===== src/design/pcid_pkg.sv =====
package pcid_pkg;

    // Default frame limit in bytes, begin and end characters included
    localparam int MAX_FRAME_DEF = 256;

    // Frames shorter than this carry no ID
    localparam int MIN_FRAME = 11;

    // Begin-ID characters and the six-bit mode offset
    localparam logic [6:0] BEGIN_SIX   = 7'h08;
    localparam logic [6:0] BEGIN_SEVEN = 7'h28;
    localparam logic [7:0] SIX_OFFSET  = 8'h20;

    // Field delimiters
    localparam logic [7:0] CH_BACKSLASH = 8'h5C;
    localparam logic [7:0] CH_SEMICOLON = 8'h3B;
    localparam logic [7:0] CH_ASTERISK  = 8'h2A;

    // Result tdata layout
    localparam int TD_W        = 128;
    localparam int TD_BODY_W   = 118;
    localparam int TD_FLEN_LSB = 118;
    localparam int FLEN_W      = 9;

    typedef enum logic [1:0] {
        ST_PARSED   = 2'd0,
        ST_OVERFLOW = 2'd1,
        ST_SHORT    = 2'd2
    } status_t;

    typedef enum logic [2:0] {
        PH_NONE         = 3'd0,
        PH_SERIAL       = 3'd1,
        PH_CLASS        = 3'd2,
        PH_COMPAT_FIRST = 3'd3,
        PH_COMPAT       = 3'd4,
        PH_DESC         = 3'd5,
        PH_DONE         = 3'd6
    } phase_t;

    typedef struct packed {
        logic [6:0] rx_char;
        logic       restart;
    } in_item_t;

    typedef struct packed {
        status_t     status;
        logic [11:0] revision;
        logic [55:0] eisa_id;
        logic        serial_present;
        logic [7:0]  class_start;
        logic [7:0]  class_length;
        logic [7:0]  compat_start;
        logic [7:0]  compat_length;
        logic [7:0]  desc_start;
        logic [7:0]  desc_length;
        logic        checksum_ok;
        logic [8:0]  frame_length;
    } result_t;

    // Handshake control from the parse core to the two register stages
    typedef struct packed {
        logic fire;
        logic load;
    } core_ctl_t;

endpackage


===== src/design/pcid_in_reg.sv =====
module pcid_in_reg (
    input  logic                aclk,
    input  logic                aresetn,
    input  logic                s_axis_tvalid,
    output logic                s_axis_tready,
    input  pcid_pkg::in_item_t  item_in,
    input  pcid_pkg::core_ctl_t ctl,
    output logic                item_valid,
    output pcid_pkg::in_item_t  item
);

    logic               valid_reg;
    logic               valid_next;
    pcid_pkg::in_item_t item_reg;

    // Take a new request when empty or when the held one is consumed
    assign s_axis_tready = !valid_reg || ctl.fire;

    always_comb begin
        valid_next = valid_reg;
        if (s_axis_tvalid && s_axis_tready) begin
            valid_next = 1'b1;
        end else if (ctl.fire) begin
            valid_next = 1'b0;
        end
    end

    always_ff @(posedge aclk) begin
        if (!aresetn) begin
            valid_reg <= 1'b0;
        end else begin
            valid_reg <= valid_next;
        end
    end

    // Hold the payload until the core consumes it
    always_ff @(posedge aclk) begin
        if (s_axis_tvalid && s_axis_tready) begin
            item_reg <= item_in;
        end
    end

    assign item_valid = valid_reg;
    assign item       = item_reg;

endmodule


===== src/design/pcid_frame_core.sv =====
module pcid_frame_core #(
    parameter int MAX_FRAME = pcid_pkg::MAX_FRAME_DEF
) (
    input  logic                 aclk,
    input  logic                 aresetn,
    input  logic                 item_valid,
    input  pcid_pkg::in_item_t   item,
    input  logic                 out_space,
    output pcid_pkg::core_ctl_t  ctl,
    output pcid_pkg::result_t    res
);

    localparam int POS_W = $clog2(MAX_FRAME + 1);

    typedef struct packed {
        logic            serial;
        logic [2:0]      found;
        logic [2:0][7:0] starts;
        logic [2:0][7:0] lens;
    } fields_t;

    // Close the open field at position fe (exclusive)
    function automatic fields_t close_field(
        input fields_t          f,
        input pcid_pkg::phase_t ph,
        input logic [POS_W-1:0] fb,
        input logic [POS_W-1:0] fe
    );
        fields_t        r;
        logic [POS_W:0] e_w;
        logic [POS_W:0] b_w;
        logic [1:0]     slot;
        logic           store;
        r     = f;
        e_w   = {1'b0, fe};
        b_w   = {1'b0, fb};
        slot  = 2'd0;
        store = 1'b0;
        case (ph)
            pcid_pkg::PH_SERIAL: begin
                r.serial = (e_w == b_w + (POS_W+1)'(8));
            end
            pcid_pkg::PH_CLASS: begin
                slot  = 2'd0;
                store = 1'b1;
            end
            pcid_pkg::PH_COMPAT_FIRST, pcid_pkg::PH_COMPAT: begin
                slot  = 2'd1;
                store = 1'b1;
            end
            pcid_pkg::PH_DESC: begin
                slot  = 2'd2;
                store = 1'b1;
            end
            default: begin
                store = 1'b0;
            end
        endcase
        if (store && (e_w > b_w + (POS_W+1)'(1))) begin
            r.found[slot]  = 1'b1;
            r.starts[slot] = 8'(fb);
            r.lens[slot]   = 8'(e_w - b_w);
        end
        return r;
    endfunction

    function automatic logic [7:0] hex_char(input logic [3:0] n);
        logic [7:0] c;
        if (n < 4'd10) begin
            c = 8'h30 + {4'd0, n};
        end else begin
            c = 8'h37 + {4'd0, n};
        end
        return c;
    endfunction

    logic             in_frame_reg, in_frame_next;
    logic             six_reg, six_next;
    logic [POS_W-1:0] pos_reg, pos_next;
    logic [7:0]       sum_reg, sum_next;
    logic [6:0]       last0_reg, last0_next;
    logic [6:0]       last1_reg, last1_next;
    logic [11:0]      rev_reg, rev_next;
    logic [55:0]      id_reg, id_next;
    pcid_pkg::phase_t phase_reg, phase_next;
    logic [POS_W-1:0] begin_reg, begin_next;
    fields_t          fld_reg, fld_next;

    logic             res_valid;
    logic             do_clear;
    logic             do_start;
    logic [6:0]       raw;
    logic [7:0]       off;
    logic [7:0]       a;
    logic [POS_W-1:0] p;
    logic [POS_W-1:0] len;
    logic [6:0]       end_raw;
    logic [7:0]       csum;
    logic             any_field;
    fields_t          fin;

    // Parse one character against the frame state
    always_comb begin
        in_frame_next = in_frame_reg;
        six_next      = six_reg;
        pos_next      = pos_reg;
        sum_next      = sum_reg;
        last0_next    = last0_reg;
        last1_next    = last1_reg;
        rev_next      = rev_reg;
        id_next       = id_reg;
        phase_next    = phase_reg;
        begin_next    = begin_reg;
        fld_next      = fld_reg;
        res           = '0;
        res_valid     = 1'b0;
        do_clear      = 1'b0;
        do_start      = 1'b0;
        fin           = fld_reg;
        csum          = '0;
        any_field     = 1'b0;

        raw     = item.rx_char;
        off     = six_reg ? pcid_pkg::SIX_OFFSET : 8'h00;
        a       = {1'b0, raw} + off;
        p       = pos_reg;
        len     = p + POS_W'(1);
        end_raw = six_reg ? (pcid_pkg::BEGIN_SIX + 7'd1) : (pcid_pkg::BEGIN_SEVEN + 7'd1);

        if (item.restart) begin
            do_clear = 1'b1;
        end else if (!in_frame_reg) begin
            // Hunt for a begin-ID character
            if (raw == pcid_pkg::BEGIN_SIX || raw == pcid_pkg::BEGIN_SEVEN) begin
                do_clear = 1'b1;
                do_start = 1'b1;
            end
        end else if (raw == end_raw) begin
            // End of frame: report and go back to hunting
            res_valid        = 1'b1;
            do_clear         = 1'b1;
            res.frame_length = 9'(len);
            if (len < POS_W'(pcid_pkg::MIN_FRAME)) begin
                res.status = pcid_pkg::ST_SHORT;
            end else begin
                if (phase_reg != pcid_pkg::PH_NONE && phase_reg != pcid_pkg::PH_DONE) begin
                    fin = close_field(fld_reg, phase_reg, begin_reg, len - POS_W'(3));
                end
                csum = sum_reg + {1'b0, raw} - {1'b0, last0_reg} - {1'b0, last1_reg};
                any_field = fin.serial || (fin.found != 3'b000);
                res.status         = pcid_pkg::ST_PARSED;
                res.revision       = rev_reg;
                res.eisa_id        = id_reg;
                res.serial_present = fin.serial;
                res.class_start    = fin.starts[0];
                res.class_length   = fin.lens[0];
                res.compat_start   = fin.starts[1];
                res.compat_length  = fin.lens[1];
                res.desc_start     = fin.starts[2];
                res.desc_length    = fin.lens[2];
                res.checksum_ok    = !any_field ||
                    ((({1'b0, last1_reg} + off) == hex_char(csum[7:4])) &&
                     (({1'b0, last0_reg} + off) == hex_char(csum[3:0])));
            end
        end else begin
            // Revision and EISA ID from the fixed positions
            if (p == POS_W'(1) || p == POS_W'(2)) begin
                rev_next = {rev_reg[5:0], raw[5:0]};
            end else if (p >= POS_W'(3) && p <= POS_W'(9)) begin
                id_next = {id_reg[47:0], a};
            end else if (p == POS_W'(10)) begin
                if (a == pcid_pkg::CH_BACKSLASH) begin
                    phase_next = pcid_pkg::PH_SERIAL;
                    begin_next = POS_W'(11);
                end else begin
                    phase_next = pcid_pkg::PH_DONE;
                end
            end else begin
                // Step through the optional delimited fields
                case (phase_reg)
                    pcid_pkg::PH_SERIAL, pcid_pkg::PH_CLASS, pcid_pkg::PH_COMPAT: begin
                        if (a == pcid_pkg::CH_BACKSLASH) begin
                            fld_next   = close_field(fld_reg, phase_reg, begin_reg, p);
                            begin_next = len;
                            case (phase_reg)
                                pcid_pkg::PH_SERIAL: phase_next = pcid_pkg::PH_CLASS;
                                pcid_pkg::PH_CLASS:  phase_next = pcid_pkg::PH_COMPAT_FIRST;
                                default:             phase_next = pcid_pkg::PH_DESC;
                            endcase
                        end
                    end
                    pcid_pkg::PH_COMPAT_FIRST: begin
                        if (a == pcid_pkg::CH_BACKSLASH) begin
                            fld_next   = close_field(fld_reg, phase_reg, begin_reg, p);
                            phase_next = pcid_pkg::PH_DESC;
                            begin_next = len;
                        end else begin
                            if (a == pcid_pkg::CH_ASTERISK) begin
                                begin_next = len;
                            end
                            phase_next = pcid_pkg::PH_COMPAT;
                        end
                    end
                    pcid_pkg::PH_DESC: begin
                        if (a == pcid_pkg::CH_SEMICOLON) begin
                            fld_next   = close_field(fld_reg, phase_reg, begin_reg, p);
                            phase_next = pcid_pkg::PH_DONE;
                        end
                    end
                    default: begin
                        phase_next = phase_reg;
                    end
                endcase
            end

            sum_next   = sum_reg + {1'b0, raw};
            last1_next = last0_reg;
            last0_next = raw;
            pos_next   = len;

            // Abandon a frame that fills the limit without an end character
            if (len >= POS_W'(MAX_FRAME)) begin
                res_valid        = 1'b1;
                do_clear         = 1'b1;
                res.status       = pcid_pkg::ST_OVERFLOW;
                res.frame_length = 9'(MAX_FRAME);
            end
        end

        if (do_clear) begin
            in_frame_next = 1'b0;
            six_next      = 1'b0;
            pos_next      = '0;
            sum_next      = '0;
            last0_next    = '0;
            last1_next    = '0;
            rev_next      = '0;
            id_next       = '0;
            phase_next    = pcid_pkg::PH_NONE;
            begin_next    = '0;
            fld_next      = '0;
        end
        if (do_start) begin
            in_frame_next = 1'b1;
            six_next      = (raw == pcid_pkg::BEGIN_SIX);
            sum_next      = {1'b0, raw};
            pos_next      = POS_W'(1);
        end
    end

    // Advance unless a result is due and the result register is still full
    assign ctl.fire = item_valid && (!res_valid || out_space);
    assign ctl.load = ctl.fire && res_valid;

    always_ff @(posedge aclk) begin
        if (!aresetn) begin
            in_frame_reg <= 1'b0;
            six_reg      <= 1'b0;
            pos_reg      <= '0;
            sum_reg      <= '0;
            last0_reg    <= '0;
            last1_reg    <= '0;
            rev_reg      <= '0;
            id_reg       <= '0;
            phase_reg    <= pcid_pkg::PH_NONE;
            begin_reg    <= '0;
            fld_reg      <= '0;
        end else if (ctl.fire) begin
            in_frame_reg <= in_frame_next;
            six_reg      <= six_next;
            pos_reg      <= pos_next;
            sum_reg      <= sum_next;
            last0_reg    <= last0_next;
            last1_reg    <= last1_next;
            rev_reg      <= rev_next;
            id_reg       <= id_next;
            phase_reg    <= phase_next;
            begin_reg    <= begin_next;
            fld_reg      <= fld_next;
        end
    end

endmodule


===== src/design/pcid_out_reg.sv =====
module pcid_out_reg (
    input  logic                aclk,
    input  logic                aresetn,
    input  pcid_pkg::core_ctl_t ctl,
    input  pcid_pkg::result_t   res_in,
    input  logic                m_axis_tready,
    output logic                m_axis_tvalid,
    output pcid_pkg::result_t   res,
    output logic                out_space
);

    logic              valid_reg;
    logic              valid_next;
    pcid_pkg::result_t res_reg;

    assign out_space = !valid_reg || m_axis_tready;

    always_comb begin
        valid_next = valid_reg;
        if (ctl.load) begin
            valid_next = 1'b1;
        end else if (m_axis_tready) begin
            valid_next = 1'b0;
        end
    end

    always_ff @(posedge aclk) begin
        if (!aresetn) begin
            valid_reg <= 1'b0;
        end else begin
            valid_reg <= valid_next;
        end
    end

    // Hold the result until the receiver takes it
    always_ff @(posedge aclk) begin
        if (ctl.load) begin
            res_reg <= res_in;
        end
    end

    assign m_axis_tvalid = valid_reg;
    assign res           = res_reg;

endmodule


===== src/design/pnp_com_id_parser.sv =====
// Serial plug-and-play COM device ID parser.
// The slave channel takes one received character per request (tdata[6:0]);
// tuser set drops any partial frame and returns the parser to hunting for a
// begin-ID character. The master channel gives one result request per frame:
// tuser holds the status (parsed, overflowed, too short) and tdata the
// revision, EISA ID, serial flag, field starts and lengths, checksum match
// and frame length. Characters that end no frame give no result.
// A result passes through the input register, which takes the request
// holding the end character, and then the result register, which the parse
// logic loads when that register has room. Throughput is one character per
// cycle unless a result waits on a full result register; the parse state
// updates once per character in a single pass.
// Reset empties both registers and puts the parser into hunting; no clearing
// pass follows. When the receiver stalls, the held result stays stable;
// characters that give no result keep flowing, and a character that would
// give a result waits in the input register, which drops s_axis_tready.
module pnp_com_id_parser #(
    parameter int MAX_FRAME = pcid_pkg::MAX_FRAME_DEF
) (
    input  logic         aclk,
    input  logic         aresetn,
    input  logic         s_axis_tvalid,
    output logic         s_axis_tready,
    input  logic [7:0]   s_axis_tdata,   // [6:0] rx_char, [7] zero fill
    input  logic         s_axis_tuser,   // [0] restart
    output logic         m_axis_tvalid,
    input  logic         m_axis_tready,
    // [11:0] revision, [67:12] eisa_id, [68] serial_present,
    // [76:69] class_start, [84:77] class_length, [92:85] compat_start,
    // [100:93] compat_length, [108:101] desc_start, [116:109] desc_length,
    // [117] checksum_ok, [126:118] frame_length, [127] zero fill
    output logic [127:0] m_axis_tdata,
    output logic [1:0]   m_axis_tuser    // [1:0] status
);

    pcid_pkg::in_item_t  item_in;
    pcid_pkg::in_item_t  item;
    logic                item_valid;
    pcid_pkg::core_ctl_t ctl;
    pcid_pkg::result_t   res_core;
    pcid_pkg::result_t   res_out;
    logic                out_space;

    assign item_in.rx_char = s_axis_tdata[6:0];
    assign item_in.restart = s_axis_tuser;

    pcid_in_reg u_in_reg (
        .aclk          (aclk),
        .aresetn       (aresetn),
        .s_axis_tvalid (s_axis_tvalid),
        .s_axis_tready (s_axis_tready),
        .item_in       (item_in),
        .ctl           (ctl),
        .item_valid    (item_valid),
        .item          (item)
    );

    pcid_frame_core #(
        .MAX_FRAME (MAX_FRAME)
    ) u_frame_core (
        .aclk       (aclk),
        .aresetn    (aresetn),
        .item_valid (item_valid),
        .item       (item),
        .out_space  (out_space),
        .ctl        (ctl),
        .res        (res_core)
    );

    pcid_out_reg u_out_reg (
        .aclk          (aclk),
        .aresetn       (aresetn),
        .ctl           (ctl),
        .res_in        (res_core),
        .m_axis_tready (m_axis_tready),
        .m_axis_tvalid (m_axis_tvalid),
        .res           (res_out),
        .out_space     (out_space)
    );

    // Pack the result fields, first field in the lowest bits
    assign m_axis_tdata = {1'b0, res_out.frame_length, res_out.checksum_ok,
                           res_out.desc_length, res_out.desc_start,
                           res_out.compat_length, res_out.compat_start,
                           res_out.class_length, res_out.class_start,
                           res_out.serial_present, res_out.eisa_id,
                           res_out.revision};
    assign m_axis_tuser = res_out.status;

endmodule


===== config.mk =====
export PLATFORM = sky130hd
export DESIGN_NAME = pnp_com_id_parser
export DESIGN_NICKNAME = d
export VERILOG_FILES = /design/src/design/pcid_pkg.sv /design/src/design/pcid_in_reg.sv /design/src/design/pcid_frame_core.sv /design/src/design/pcid_out_reg.sv /design/src/design/pnp_com_id_parser.sv
export SDC_FILE = /design/constraint.sdc
export NUM_CORES = 1
export LEC_CHECK = 0
export ABC_AREA = 1
export ABC_CLOCK_PERIOD_IN_PS = 13940
export BUFFER_PORTS_ARGS = -buffer_cell sky130_fd_sc_hd__buf_2
export CAP_MARGIN = 10
export CORE_ASPECT_RATIO = 1.4
export CORE_MARGIN = 2
export CORE_UTILIZATION = 40
export DETAILED_ROUTE_END_ITERATION = 8
export PLACE_DENSITY_LB_ADDON = 0.1
export SYNTH_ARGS = -nofsm -noshare
export SYNTH_HDL_FRONTEND = slang
export SYNTH_SLANG_ARGS = --single-unit

===== constraint.sdc =====
create_clock -name aclk -period 13.94 [get_ports aclk]
set_input_delay 2.788 -clock aclk [delete_from_list [all_inputs] [get_ports aclk]]
set_output_delay 2.788 -clock aclk [all_outputs]
set_load 0.01 [all_outputs]

Word-level counts from Yosys, hierarchy flattened
Index checks and enable logic that the tools add are counted. Widths: inputs -> output; s select.

Register bits: 304. Bits of input ports: 13. Output and inout bits: 132.

Add/sub/neg operators: 16. Magnitude comparators: 16. Equal/unequal tests: 36. Muxes and demuxes: 191. Bitwise operators: 6. Reduce and logical (&&, ||, !) cells: 51.

Operator list (number): $mux 52 (15); $mux 56 (6); $mux 51 (4); $bwmux 24 (8); $mux 9 (18); $pmux 52 s3 (1); $mux 8 (19); $demux 8 s2 (4); $mux 12 (5); $mux 2 (30); $mux 7 (8); $mux 1 (53); $mux 3 (10); $add 6x4->7 const A (4); $add 7x8->8 (3); $ne 3x1->1 const B (8); $eq 9x10->1 (2); $gt 9x10->1 (2); $pmux 9 s2 (1); $eq 8x6->1 const B (2); $eq 8x8->1 (2); $sub 8x7->8 (2); $sub 8x8->8 (2); $logic_and 1x1->1 (14); 50 further kinds (93).

Depth between registers and ports, before layout
Depth after elaboration: 26. Depth in mapped cells: 23.

Cells and area by module
From an unflattened synthesis, not the netlist that was laid out.

Cells, all modules: 1800. Area, all modules: 15382.3 µm².

Modules (own cells, without submodules): pcid_frame_core (instances 1, cells each 1648, area each 11159.5 µm², seq. area each 3303.2 µm²); pcid_out_reg (instances 1, cells each 135, area each 3920.0 µm², seq. area each 3893.7 µm²); pcid_in_reg (instances 1, cells each 15, area each 291.5 µm², seq. area each 260.2 µm²); pnp_com_id_parser (instances 1, cells each 2, area each 11.3 µm², seq. area each 0.0 µm²).

Worst setup path after synthesis
OpenSTA, ideal clock, no wires.

Path type: input to register. Start: input m_axis_tready. End: register u_out_reg.res_reg, in the netlist u_out_reg.res[0], enable pin. Library setup time: 483 ps. Data arrival time: 5665 ps. Data required time: 13457 ps. Path slack: 7791 ps. Cell stages on the path: 4. Path through: nor2_1 a21boi_4 nand2_1 inv_1.

Word-level cells in the longest chain between the ends: 4.

RTL lines: start, declared (RTL line pnp_com_id_parser.sv:27) `input logic m_axis_tready,`; $logic_or 1x1->1 (RTL line pcid_out_reg.sv:16) `assign out_space = !valid_reg || m_axis_tready;`; $logic_or 1x1->1 (RTL line pcid_frame_core.sv:252) `assign ctl.fire = item_valid && (!res_valid || out_space);`; $logic_and 1x1->1 (RTL line pcid_frame_core.sv:252); $logic_and 1x1->1 (RTL line pcid_frame_core.sv:253) `assign ctl.load = ctl.fire && res_valid;`; end signal, assigned (RTL line pcid_out_reg.sv:38) `res_reg <= res_in;`; end, declared (RTL line pcid_out_reg.sv:14) `pcid_pkg::result_t res_reg;`.

No other way between the ends. A chain may end at the register's enable or synchronous reset.

Worst setup path after layout
Start: input m_axis_tready. End: output s_axis_tready.

Word-level cells in the longest chain between the ends: 4.

RTL lines: $logic_or 1x1->1 (RTL line pcid_out_reg.sv:16); $logic_or 1x1->1 (RTL line pcid_frame_core.sv:252); $logic_and 1x1->1 (RTL line pcid_frame_core.sv:252); $logic_or 1x1->1 (RTL line pcid_in_reg.sv:17) `assign s_axis_tready = !valid_reg || ctl.fire;`; end, declared (RTL line pnp_com_id_parser.sv:23) `output logic s_axis_tready,`.

No other way between the ends.

==> metrics.md <==
| Metric | Value |
|---|---|
| Run status | `complete, no violations` |
| Remaining antenna violation count after routing | `0` |
| Combinational family with the most area after synthesis | `simple AND/OR/NAND/NOR gates` |
| Max incr delay on CP | `0.43 ns` |
| Worst relative slew slack | `0.307` |
| Y dimension of the die | `237 um` |
| Commonest register cell after synthesis | `dfxtp_1` |
| Worst Hold Path Cells | `2` |
| Area leader, netlist | `edfxtp_1` |
| Wire length of the first global-routing pass | `67200 um` |
| Max-Cap Viols | `0` |
| Share of synthesized flip-flops with an asynchronous set or reset | `0` |
| Quantity of I/O buffers inserted on ports | `142` |
| Average wire per cell in the routed design | `16.7 um` |
| Sw frac | `0.294` |
| Max Fanout on Critical Path | `3` |
| Top achievable clock speed | `152 MHz` |
| Endpoint class of the critical path | `output port` |
| Most frequent cell after synthesis | `nand2_1` |
| Crit path launch type | `input port` |
| Maximum vdd ir drop | `0.0986 mV` |
| Final hold violation count | `0` |
| End point of the most critical hold path | `u_frame_core.fld_reg[7]$_SDFFE_PN0P_` |
| Fin Setup TNS | `0 ns` |
| Num ports | `145` |
| Cell area after synthesis | `0.0156 sq mm` |
| Top area cells in the synthesized netlist | `edfxtp_1 (26%), dfxtp_1 (21%), nand2_1 (8.6%)` |
| Critical R2R Capture | `u_out_reg.res[41]$_SDFFCE_PP0P_` |
| Count of standard-cell rows | `85` |
| Post-synthesis mux area share | `0` |
| WL final | `42500 um` |
| RSZ-0062 raised after global routing | `no` |
| Signed area change from the synthesized netlist to the final layout | `13.3%` |
| Number of flip-flops under the largest register name | `129` |
| Number of warnings issued by yosys | `0` |
| Count of vias placed by the detailed router | `13000` |
| Class of the most critical setup path | `in2out` |
| Antenna violations before repair | `0` |
| Max Slew Vio Count | `0` |
| Clock skew | `0.0226 ns` |
| Internal portion of total power | `1.56 mW` |
| Distinct cells, synth | `45` |
| Via count of the first global-routing pass | `12400` |
| Crit Reg-Reg Startpoint | `u_frame_core.p[1]$_SDFFE_PN0P_` |
| Effective utilization at floorplan | `0.406` |
| Pin count of the biggest net entering global routing | `77` |
| Net count of the mapped netlist | `1985` |
| Data arrival time of the critical path | `3.79 ns` |
| Synth Instances | `1903` |
| Data required, critical path | `11.15 ns` |
| Die area | `0.0405 sq mm` |
| Crit path time final | `6.58 ns` |
| CTS tree | `done` |
| Overflow left after global routing | `0` |
| Number of enable flip-flop cells after synthesis | `137` |
| Compound-Gate Fraction of Synth Area | `0.127` |
| Adder-cell area share of the yosys netlist | `0.0603` |
| Leakage power summed over all cells | `7.13 nW` |
| Power per Cell Area | `125 mW/mm^2` |
| Transition time at the pin with the least slew margin | `1.04 ns` |
| Simple-gate share of the synthesized area | `0.227` |
| Synthesis-stage register bit count | `304` |
| Number of setup violations in the final report | `0` |
| Worst skew pair latency | `0.60 ns` |
| Logic gate share of total power | `0.174` |
| Worst min-delay path category | `reg2reg` |
| Number of nets at the end of the flow | `2077` |
| Most used cell along the critical path | `buf_2` |
| Hold buffer count at CTS | `0` |
| CTS buffer count | `31` |
| Post CTS Setup Buffer Count | `0` |
| Proportion of layout cells with a drive suffix above 1 | `0.120` |
| Worst setup slack for register-to-register paths | `8.43 ns` |
| Chip width | `171 um` |
| Sequential Power Share | `0.431` |
| Average vias per placed instance | `5.10` |
| Top cell types by occurrence after synthesis | `nand2_1 (357), inv_1 (214), nor2_1 (202), a21oi_1 (187), dfxtp_1 (167)` |
| CP max stage cell | `nor2_1` |
| Share of the clock period used by the worst path after layout | `0.472` |
| Area fraction of the dominant cell type after synthesis | `0.264` |
| DR iter-0 viols | `969` |
| DRC errors left | `0` |
| Diode count | `0` |
| Beginning of the worst hold path | `u_frame_core.fld_reg[7]$_SDFFE_PN0P_` |
| Sinks on the clock net | `304` |
| Clock tree root buffer cell | `clkbuf_16` |
| Post-synthesis sequential area ratio | `0.479` |
| Critical path, cell by cell | `buf_2 -> nor2_1 -> nand3_1 -> buf_2` |
| Clock transition at path regs | `0.06 ns` |
| Part of the power in the clock network | `0.395` |
| Xor/xnor share of the synthesized area | `0.0225` |
| Switching power | `0.649 mW` |
| Clk buf depth | `3` |
| Core region area | `0.0384 sq mm` |
| Total iterations of the first detailed-routing run | `5` |
| GP Congestion | `0.865` |
| Cts repair resizes | `0` |
| GRT Util Overall | `0.209` |
| # H-tree levels | `1` |
| DPL Wire Length | `29100 um` |
| Syn_area_per_cell | `8.18 sq um` |
| Number of cells on the worst reg-to-reg path | `18` |
| Hold WS | `0.462 ns` |
## stage by stage
step           utilization  worst slack (ns)  area, sq um  power, mW  instances
3_3_place_gp         0.431              7.33        16600       1.35       2484
3_5_place_dp         0.431              7.35        16600       1.35       2484
2_1_floorplan            -              7.79        15600       1.26       1903
6_report             0.459              7.36        17600       2.21       2542
4_1_cts              0.459              7.34        17600       2.23       2542
5_1_grt              0.459              7.29        17600       2.32       2542
## power groups by stage
stage                     registers [mW]  logic (mW)  clock network (mW)
after floorplan                    0.965       0.294                   0
after global placement             0.971       0.379                   0
after detailed placement           0.972       0.383                   0
after CTS                          0.952       0.385               0.890
after global routing               0.953       0.439               0.923
final                              0.952       0.384               0.871
## metal layers
metal	vias to the layer above	share of wire	global-route usage	routed length [um]
met3	66	0.045	0.0253	1900
met2	287	0.49	0.360	21000
met1	6082	0.44	0.273	18500
met5	-	0	0	0
li1	6535	-	-	-
met4	0	0.025	0.0603	1080
## how the worst max path moves through the flow
stage	slack, ns	from	end
global route	7.29	m_axis_tready	s_axis_tready
CTS	7.34	m_axis_tready	s_axis_tready
floorplan	7.79	m_axis_tready	u_out_reg.res[0]$_SDFFCE_PP0P_
global placement	7.33	m_axis_tready	s_axis_tready
detailed placement	7.35	m_axis_tready	s_axis_tready
finish	7.36	m_axis_tready	s_axis_tready
## logic make-up (layout without fill, tap and decap cells)
family | count (synthesis) | count (layout)
simple gates | 814 | 814
compound gates | 353 | 353
buf+inv | 322 | 439
flops | 304 | 304
fa+ha+maj | 69 | 69
xor+xnor | 40 | 40
other cells | 1 | 1
## cell type report
type	count	area (sq um)
multi-input cells	1277	6810
clock buffers	47	928
inverters	229	863
fillers	3852	20800
repair buffers	152	786
flip-flops and latches	304	7460
well taps	522	653
clock inverters	11	139
## critical path, delay by kind of cell
family | cells | cell delay [ns]
simple gates | 2 | 0.69
buf+inv | 2 | 0.31
## cells in the final DEF, fill, tap and decap left out, types with 2 or more instances in the layout
cell,count
nand2_1,356
inv_1,213
nor2_1,202
a21oi_1,187
dfxtp_1,167
buf_2,142
edfxtp_1,137
nand3_1,131
o21ai_0,72
ha_1,59
nand4_1,53
nor3_1,43
clkbuf_16,33
o21ai_1,32
xor2_1,30
o211a_1,19
a211oi_1,17
inv_2,12
xnor2_1,10
a31oi_1,10
fa_1,10
buf_4,10
clkbuf_1,9
nor2_4,6
o21a_1,6
nand3_2,5
nand2_2,5
clkbuf_8,5
nor2_2,4
clkinv_2,4
o21bai_1,3
nand3b_1,3
clkinv_1,2
or2_2,2
bufinv_16,2
clkinv_4,2
clkinvlp_4,2
(Power assumes the default switching activity.)
